<file path="config.mk">
export PLATFORM = sky130hd
export DESIGN_NAME = rtp_h264_depacketizer
export DESIGN_NICKNAME = d
export VERILOG_FILES = /design/src/rtl/rtpd_pkg.sv /design/src/rtl/rtpd_parse.sv /design/src/rtl/rtp_h264_depacketizer.sv
export VERILOG_INCLUDE_DIRS = /design/src /design/src/rtl
export SDC_FILE = /design/constraint.sdc
export NUM_CORES = 1
export LEC_CHECK = 0
export BUFFER_PORTS_ARGS = -buffer_cell sky130_fd_sc_hd__buf_2
export CAP_MARGIN = 20
export CORE_MARGIN = 2
export CORE_UTILIZATION = 30
export CTS_BUF_LIST = sky130_fd_sc_hd__clkbuf_8 sky130_fd_sc_hd__clkbuf_16
export DETAILED_ROUTE_END_ITERATION = 8
export SLEW_MARGIN = 20
export SYNTH_ARGS = -nofsm -noshare
export SYNTH_HDL_FRONTEND = slang
export SYNTH_SLANG_ARGS = --single-unit
</file>
<file path="constraint.sdc">
create_clock -name clk -period 6 [get_ports clk]
set_input_delay 0.3 -clock clk [delete_from_list [all_inputs] [get_ports clk]]
set_output_delay 0.3 -clock clk [all_outputs]
set_load 0.05 [all_outputs]
</file>
<file path="src/rtl/assert_macros.svh">
// Assertion macros used by the top-level RTL file of the depacketizer.
`ifndef ASSERT_MACROS_SVH
`define ASSERT_MACROS_SVH

// Same-cycle implication, disabled while reset is held.
`define RTPD_AST_SAME(label, clk, rst_n, ante, cons) \
  label: assert property (@(posedge clk) disable iff (!rst_n) (ante) |-> (cons)) \
    else $error("rtpd same-cycle check failed");

// Next-cycle implication, disabled while reset is held.
`define RTPD_AST_NEXT(label, clk, rst_n, ante, cons) \
  label: assert property (@(posedge clk) disable iff (!rst_n) (ante) |=> (cons)) \
    else $error("rtpd next-cycle check failed");

`endif

</file>
<file path="src/rtl/rtpd_pkg.sv">
// Shared types and constants of the RTP H.264 depacketizer.
`default_nettype none

package rtpd_pkg;

  // Index of the NAL header word within a start-code burst
  localparam logic [2:0] UNIT_LAST_IDX = 3'd4;

  // What one packet word produces for the output stage
  typedef struct packed {
    logic       emit;   // word produces output
    logic       unit;   // start code + header, else a single payload word
    logic [7:0] data;   // payload word or rebuilt NAL header
  } burst_t;

endpackage

`default_nettype wire

</file>
<file path="src/rtl/rtpd_parse.sv">
// Packet parser: RTP header skip and NAL payload type handling.
`default_nettype none

module rtpd_parse (
  input  wire               clk,
  input  wire               rst_n,
  input  wire               en,
  input  wire [7:0]         data_byte,
  input  wire               packet_start,
  input  wire               packet_end,
  output rtpd_pkg::burst_t  burst
);

  localparam logic [3:0] PH_WAIT      = 4'd0;
  localparam logic [3:0] PH_HEADER    = 4'd1;
  localparam logic [3:0] PH_NAL       = 4'd2;
  localparam logic [3:0] PH_PASS      = 4'd3;
  localparam logic [3:0] PH_FU_HDR    = 4'd4;
  localparam logic [3:0] PH_LEN_HI    = 4'd5;
  localparam logic [3:0] PH_LEN_LO    = 4'd6;
  localparam logic [3:0] PH_UNIT_HEAD = 4'd7;
  localparam logic [3:0] PH_UNIT_BODY = 4'd8;
  localparam logic [3:0] PH_DROP      = 4'd9;

  localparam logic [4:0] NAL_SPS    = 5'd7;
  localparam logic [4:0] NAL_PPS    = 5'd8;
  localparam logic [4:0] NAL_STAP_A = 5'd24;
  localparam logic [4:0] NAL_FU_A   = 5'd28;

  localparam logic [6:0] RTP_FIXED_LEN = 7'd12;

  logic [3:0]  phase_r,   phase_nxt;
  logic [6:0]  hcnt_r,    hcnt_nxt;
  logic [3:0]  csrc_r,    csrc_nxt;
  logic [2:0]  f_nri_r,   f_nri_nxt;
  logic [7:0]  len_hi_r,  len_hi_nxt;
  logic [15:0] remain_r,  remain_nxt;

  logic [15:0] remain_dec;
  logic [6:0]  hdr_len;
  logic [4:0]  nal_type;

  assign remain_dec = remain_r - 16'd1;
  assign nal_type   = data_byte[4:0];
  // RTP header length: 12 bytes plus 4 per CSRC of the packet in progress
  assign hdr_len    = RTP_FIXED_LEN +
                      {1'b0, (packet_start ? data_byte[3:0] : csrc_r), 2'b00};

  // Next state and output burst for the current word
  always_comb begin
    phase_nxt  = phase_r;
    hcnt_nxt   = hcnt_r;
    csrc_nxt   = csrc_r;
    f_nri_nxt  = f_nri_r;
    len_hi_nxt = len_hi_r;
    remain_nxt = remain_r;
    burst.emit = 1'b0;
    burst.unit = 1'b0;
    burst.data = data_byte;

    if (packet_start) begin
      csrc_nxt  = data_byte[3:0];
      hcnt_nxt  = 7'd1;
      phase_nxt = PH_HEADER;
    end else begin
      unique case (phase_r)
        PH_HEADER: hcnt_nxt = hcnt_r + 7'd1;
        PH_NAL: begin
          if (nal_type == NAL_SPS || nal_type == NAL_PPS) begin
            burst.emit = 1'b1;
            burst.unit = 1'b1;
            phase_nxt  = PH_PASS;
          end else if (nal_type == NAL_STAP_A) begin
            phase_nxt = PH_LEN_HI;
          end else if (nal_type == NAL_FU_A) begin
            f_nri_nxt = data_byte[7:5];
            phase_nxt = PH_FU_HDR;
          end else begin
            phase_nxt = PH_DROP;
          end
        end
        PH_PASS: burst.emit = 1'b1;
        PH_FU_HDR: begin
          // header rebuilt only on the start fragment
          burst.emit = data_byte[7];
          burst.unit = 1'b1;
          burst.data = {f_nri_r, data_byte[4:0]};
          phase_nxt  = PH_PASS;
        end
        PH_LEN_HI: begin
          len_hi_nxt = data_byte;
          phase_nxt  = PH_LEN_LO;
        end
        PH_LEN_LO: begin
          remain_nxt = {len_hi_r, data_byte};
          // zero-length unit is skipped
          phase_nxt  = ({len_hi_r, data_byte} != 16'd0) ? PH_UNIT_HEAD : PH_LEN_HI;
        end
        PH_UNIT_HEAD: begin
          burst.emit = 1'b1;
          burst.unit = 1'b1;
          remain_nxt = remain_dec;
          phase_nxt  = (remain_dec != 16'd0) ? PH_UNIT_BODY : PH_LEN_HI;
        end
        PH_UNIT_BODY: begin
          burst.emit = 1'b1;
          remain_nxt = remain_dec;
          if (remain_dec == 16'd0) begin
            phase_nxt = PH_LEN_HI;
          end
        end
        default: ;  // wait and drop: word ignored
      endcase
    end

    if (phase_nxt == PH_HEADER && hcnt_nxt >= hdr_len) begin
      phase_nxt = PH_NAL;
    end
    if (packet_end) begin
      phase_nxt = PH_WAIT;
    end
  end

  // State registers, advanced once per processed word
  always_ff @(posedge clk) begin
    if (!rst_n) begin
      phase_r  <= PH_WAIT;
      hcnt_r   <= 7'd0;
      csrc_r   <= 4'd0;
      f_nri_r  <= 3'd0;
      len_hi_r <= 8'd0;
      remain_r <= 16'd0;
    end else if (en) begin
      phase_r  <= phase_nxt;
      hcnt_r   <= hcnt_nxt;
      csrc_r   <= csrc_nxt;
      f_nri_r  <= f_nri_nxt;
      len_hi_r <= len_hi_nxt;
      remain_r <= remain_nxt;
    end
  end

endmodule

`default_nettype wire

</file>
<file path="src/rtl/rtp_h264_depacketizer.sv">
// RTP H.264 depacketizer: RTP packet words in, Annex-B stream words out.
// Accepted input words pass the input word register, then the output burst register.
// Throughput: one input word per cycle for pass-through payload while out_stall is low;
// a word opening a NAL unit holds the burst register through start code and header.
// Reset (synchronous, rst_n low): parser waits for a packet start, both
// pipeline registers empty.
`default_nettype none
`include "assert_macros.svh"

module rtp_h264_depacketizer (
  input  wire        clk,
  input  wire        rst_n,
  input  wire        in_valid,
  output logic       in_stall,
  input  wire  [7:0] in_data_byte,
  input  wire        in_packet_start,
  input  wire        in_packet_end,
  output logic       out_valid,
  input  wire        out_stall,
  output logic [7:0] out_byte,
  output logic       out_unit_start,
  output logic       out_run_last
);

  logic       in_vld_r;
  logic [7:0] in_byte_r;
  logic       in_start_r;
  logic       in_end_r;

  logic       busy_r;
  logic       unit_r;
  logic [7:0] data_r;
  logic [2:0] idx_r;

  logic             in_acc;
  logic             take;
  logic             is_last;
  logic             last_taken;
  rtpd_pkg::burst_t burst;

  // Output burst bookkeeping
  assign is_last    = !unit_r || (idx_r == rtpd_pkg::UNIT_LAST_IDX);
  assign last_taken = busy_r && !out_stall && is_last;
  // Input register moves into the parser when the burst register frees up
  assign take       = in_vld_r && (!busy_r || last_taken);
  assign in_stall   = in_vld_r && !take;
  assign in_acc     = in_valid && !in_stall;

  rtpd_parse u_parse (
    .clk          (clk),
    .rst_n        (rst_n),
    .en           (take),
    .data_byte    (in_byte_r),
    .packet_start (in_start_r),
    .packet_end   (in_end_r),
    .burst        (burst)
  );

  // Input word register
  always_ff @(posedge clk) begin
    if (!rst_n) begin
      in_vld_r <= 1'b0;
    end else if (in_acc) begin
      in_vld_r <= 1'b1;
    end else if (take) begin
      in_vld_r <= 1'b0;
    end
  end

  always_ff @(posedge clk) begin
    if (in_acc) begin
      in_byte_r  <= in_data_byte;
      in_start_r <= in_packet_start;
      in_end_r   <= in_packet_end;
    end
  end

  // Result burst register
  always_ff @(posedge clk) begin
    if (!rst_n) begin
      busy_r <= 1'b0;
      idx_r  <= 3'd0;
    end else if (take && burst.emit) begin
      busy_r <= 1'b1;
      idx_r  <= 3'd0;
    end else if (last_taken) begin
      busy_r <= 1'b0;
      idx_r  <= 3'd0;
    end else if (busy_r && !out_stall) begin
      idx_r <= idx_r + 3'd1;
    end
  end

  always_ff @(posedge clk) begin
    if (take && burst.emit) begin
      unit_r <= burst.unit;
      data_r <= burst.data;
    end
  end

  // Start code 00 00 00 01, then the NAL header; else the payload word
  always_comb begin
    out_byte = 8'h00;
    if (!unit_r || idx_r == rtpd_pkg::UNIT_LAST_IDX) begin
      out_byte = data_r;
    end else if (idx_r == 3'd3) begin
      out_byte = 8'h01;
    end
  end

  assign out_valid      = busy_r;
  assign out_unit_start = unit_r && (idx_r == 3'd0);
  assign out_run_last   = is_last;

  // A single payload word never advances past the first slot
  `RTPD_AST_SAME(a_single_idx, clk, rst_n, busy_r && !unit_r, idx_r == 3'd0)
  // Burst index stays within the start code plus header
  `RTPD_AST_SAME(a_idx_range, clk, rst_n, busy_r, idx_r <= rtpd_pkg::UNIT_LAST_IDX)
  // Last word taken with no new burst loaded leaves the output empty
  `RTPD_AST_NEXT(a_drain, clk, rst_n, last_taken && !(take && burst.emit), !busy_r)
  // An unprocessed input word is held until the parser takes it
  `RTPD_AST_NEXT(a_hold, clk, rst_n, in_vld_r && !take, in_vld_r)

endmodule

`default_nettype wire
</file>
==> metrics.md <==
| Metric | Value |
|---|---|
| Dominant synthesized flop cell | `dfxtp_1` |
| Largest net degree at the start of global routing | `49` |
| Final setup violation count | `0` |
| Vias per cell | `5.115` |
| Top-area cell type share of the netlist area | `24.56%` |
| CTS tree | `done` |
| Lkg Pwr | `1.665 nW` |
| Max H-tree Level | `3` |
| Final Non-Filler Cells | `624` |
| Crit path max-delay family | `flip-flops` |
| Number of buffers created by CTS | `9` |
| Share of post-route cells with drive strength above 1 | `13.05%` |
| Initial antenna violation count | `0` |
| Slowest cell on crit path | `edfxtp_1` |
| Nets | `473` |
| Final Cell Area | `4420 µm²` |
| Worst-path maximum fanout | `28` |
| Layout area overhead | `15.38%` |
| Post-synth EDFFs | `19` |
| Total power draw | `1.146 mW` |
| Hold Path Class | `primary input to flip-flop` |
| Synth area leader | `dfxtp_1` |
| Synthesis Warnings | `0` |
| Post_cts resized | `0` |
| Clock Tree Buf Depth | `2` |
| Post-Syn Instances | `434` |
| Setup TNS | `0 ns` |
| DRC viols | `0` |
| Yosys cell types | `61` |
| Seq/Total Area, Yosys | `39.45%` |
| Final slew viol count | `0` |
| CP startpoint kind | `flip-flop` |
| Status | `finished clean` |
| Final worst-path cycle share | `51.92%` |
| Detailed Route WL | `9071 µm` |
| Worst setup margin | `2.885 ns` |
| Commonest cells after routing, fill and taps aside | `dfxtp_1, nor2_1, nand2_1, nor2b_1` |
| N_diodes | `0` |
| Port Buffer Count | `25` |
| Number of fill cells in the layout | `1261` |
| Most common cell after layout, fill and taps aside | `dfxtp_1` |
| DR WL/cell | `14.54 µm` |
| Via count | `3192` |
| Clk sink count | `66` |
| Vias in the first global route | `3018` |
| Critical Path RT | `6.22 ns` |
| Worst VDD drop | `0.1756 mV` |
| PwrDens | `259.3 nW/µm²` |
| Clk root buf | `clkbuf_16` |
| Final design utilization | `35.17%` |
| Post-CTS setup buffer count | `0` |
| Slew margin rel. | `37.33%` |
| Die W | `117.0 µm` |
| ANT nets after route | `0` |
| FFs w/ async S/R, synth | `0%` |
| Most used cell along the critical path | `nand2_1` |
| Starting Density | `30.48%` |
| Placed inst area | `4076 µm²` |
| CP Buf/Inv Count | `0` |
| Floorplan row count | `41` |
| Die Ht | `117.0 µm` |
| Mean Syn Cell Area | `8.828 µm²` |
| Ports | `26` |
| CP Class | `flip-flop to flip-flop` |
| Global route overflow | `0` |
| Clk_skew | `0.008293 ns` |
| Post-Syn Area | `3831 µm²` |
| HPWL Detailed | `6409 µm` |
| CP arrival | `3.33 ns` |
| Max Clock Freq | `321.0 MHz` |
| RSZ-0062 raised after global routing | `false` |
| Router iterations before antenna repair | `4` |
| Crit path time final | `3.115 ns` |
| Worst slew pin tran | `0.9401 ns` |
| Hold-fix buffers, CTS | `0` |
| Post-synth net total | `460` |
| Place WS | `2.967 ns` |
| DRT iter0 DRCs | `166` |
| Dpl cells | `608` |
| GP Congestion | `0.8608` |
| Clk slew on worst S/H paths | `0.06 ns` |
| Top post-synthesis cells by area | `dfxtp_1, edfxtp_1, nor2b_1` |
| Total track usage | `14.33%` |
| Final Hold Vio Count | `0` |
| FF+latch count, synth | `66` |
| Final Hold Slack | `0.1367 ns` |
| Cells along the critical path | `mux2i_1 -> nand2_1 -> nand2_1 -> xnor2_1 -> a21oi_1 -> ha_1 -> nand2_1 -> o32ai_1 -> a2bb2oi_1 -> a21oi_1` |
| CORE AREA | `12570 µm²` |
| Slowest stage delay, CP | `0.97 ns` |
| Die footprint | `13690 µm²` |
| Worst-Skew Late Latency | `0.34 ns` |
| Number of max-cap violations | `0` |
| Worst Setup End Kind | `flip-flop` |
| First-pass GRT wire length | `15170 µm` |
==> metal layers <==
metal / vias up / track usage (%) / part of all wire (%)
met5: - / 0 / 0
met4: 0 / 3.765 / 1.3
met3: 10 / 4.016 / 3.0
met2: 49 / 23.28 / 48
met1: 1529 / 18.86 / 48
li1: 1604 / - / -
==> report_power, final <==
group | leakage, nW | switching, mW | internal, mW
Combinational | 0.945 | 0.0287 | 0.0269
Sequential | 0.556 | 0.0202 | 0.468
Clock | 0.164 | 0.198 | 0.405
Total | 1.66 | 0.247 | 0.900
==> kinds of logic after synthesis <==
kind of cell | count (synthesis) | share of synthesized area (%)
muxes | 23 | 6.140
AOI/OAI and AO/OA | 102 | 17.67
adders and majority gates | 12 | 3.919
xor gates and xnor gates | 12 | 2.743
and+or+nand+nor | 182 | 26.03
DFF | 66 | 39.45
buffers and inverters | 37 | 4.049
==> sequential cells by signal, summed over array words and instances, names as in the netlist <==
register          count
u_parse.remain_r     16
in_byte_r             8
data_r                8
unit_r                1
u_parse.csrc_r        4
u_parse.phase_r       4
u_parse.f_nri_r       3
out_valid             1
u_parse.hcnt_r        7
u_parse.len_hi_r      8
in_end_r              1
idx_r                 3
in_vld_r              1
in_start_r            1
==> cell type report <==
| type | count | area (µm²) | share of cell area (%) |
|---|---|---|---|
| clock buffer | 9 | 225.2 | 5.095 |
| clock inverter | 7 | 116.4 | 2.632 |
| inverter | 12 | 45.04 | 1.019 |
| multi-input combinational | 331 | 2167 | 49.02 |
| sequential | 66 | 1511 | 34.19 |
| tap | 172 | 215.2 | 4.868 |
| timing repair buffer | 27 | 140.1 | 3.170 |
==> final timing paths <==
| path | startpoint | endpoint | slack (ns) | cells after the start |
|---|---|---|---|---|
| worst max register to register | in_start_r | u_parse.phase_r[0] | 2.89 | 10 |
| worst min register to register | u_parse.remain_r[15] | u_parse.remain_r[15] | 0.49 | 2 |
| worst max-delay path | in_start_r | u_parse.phase_r[0] | 2.89 | 10 |
| worst min-delay path | in_data_byte[6] | in_byte_r[6] | 0.14 | 1 |
==> synthesized netlist by cell type (11+ instances only) <==
cell,instances
a21oi_1,25
clkbuf_1,16
dfxtp_1,47
edfxtp_1,19
ha_1,12
inv_1,12
mux2i_1,19
nand2_1,36
nand3_1,11
nor2_1,43
nor2b_1,31
nor3_1,11
o21ai_0,24
(Power assumes the default switching activity.)
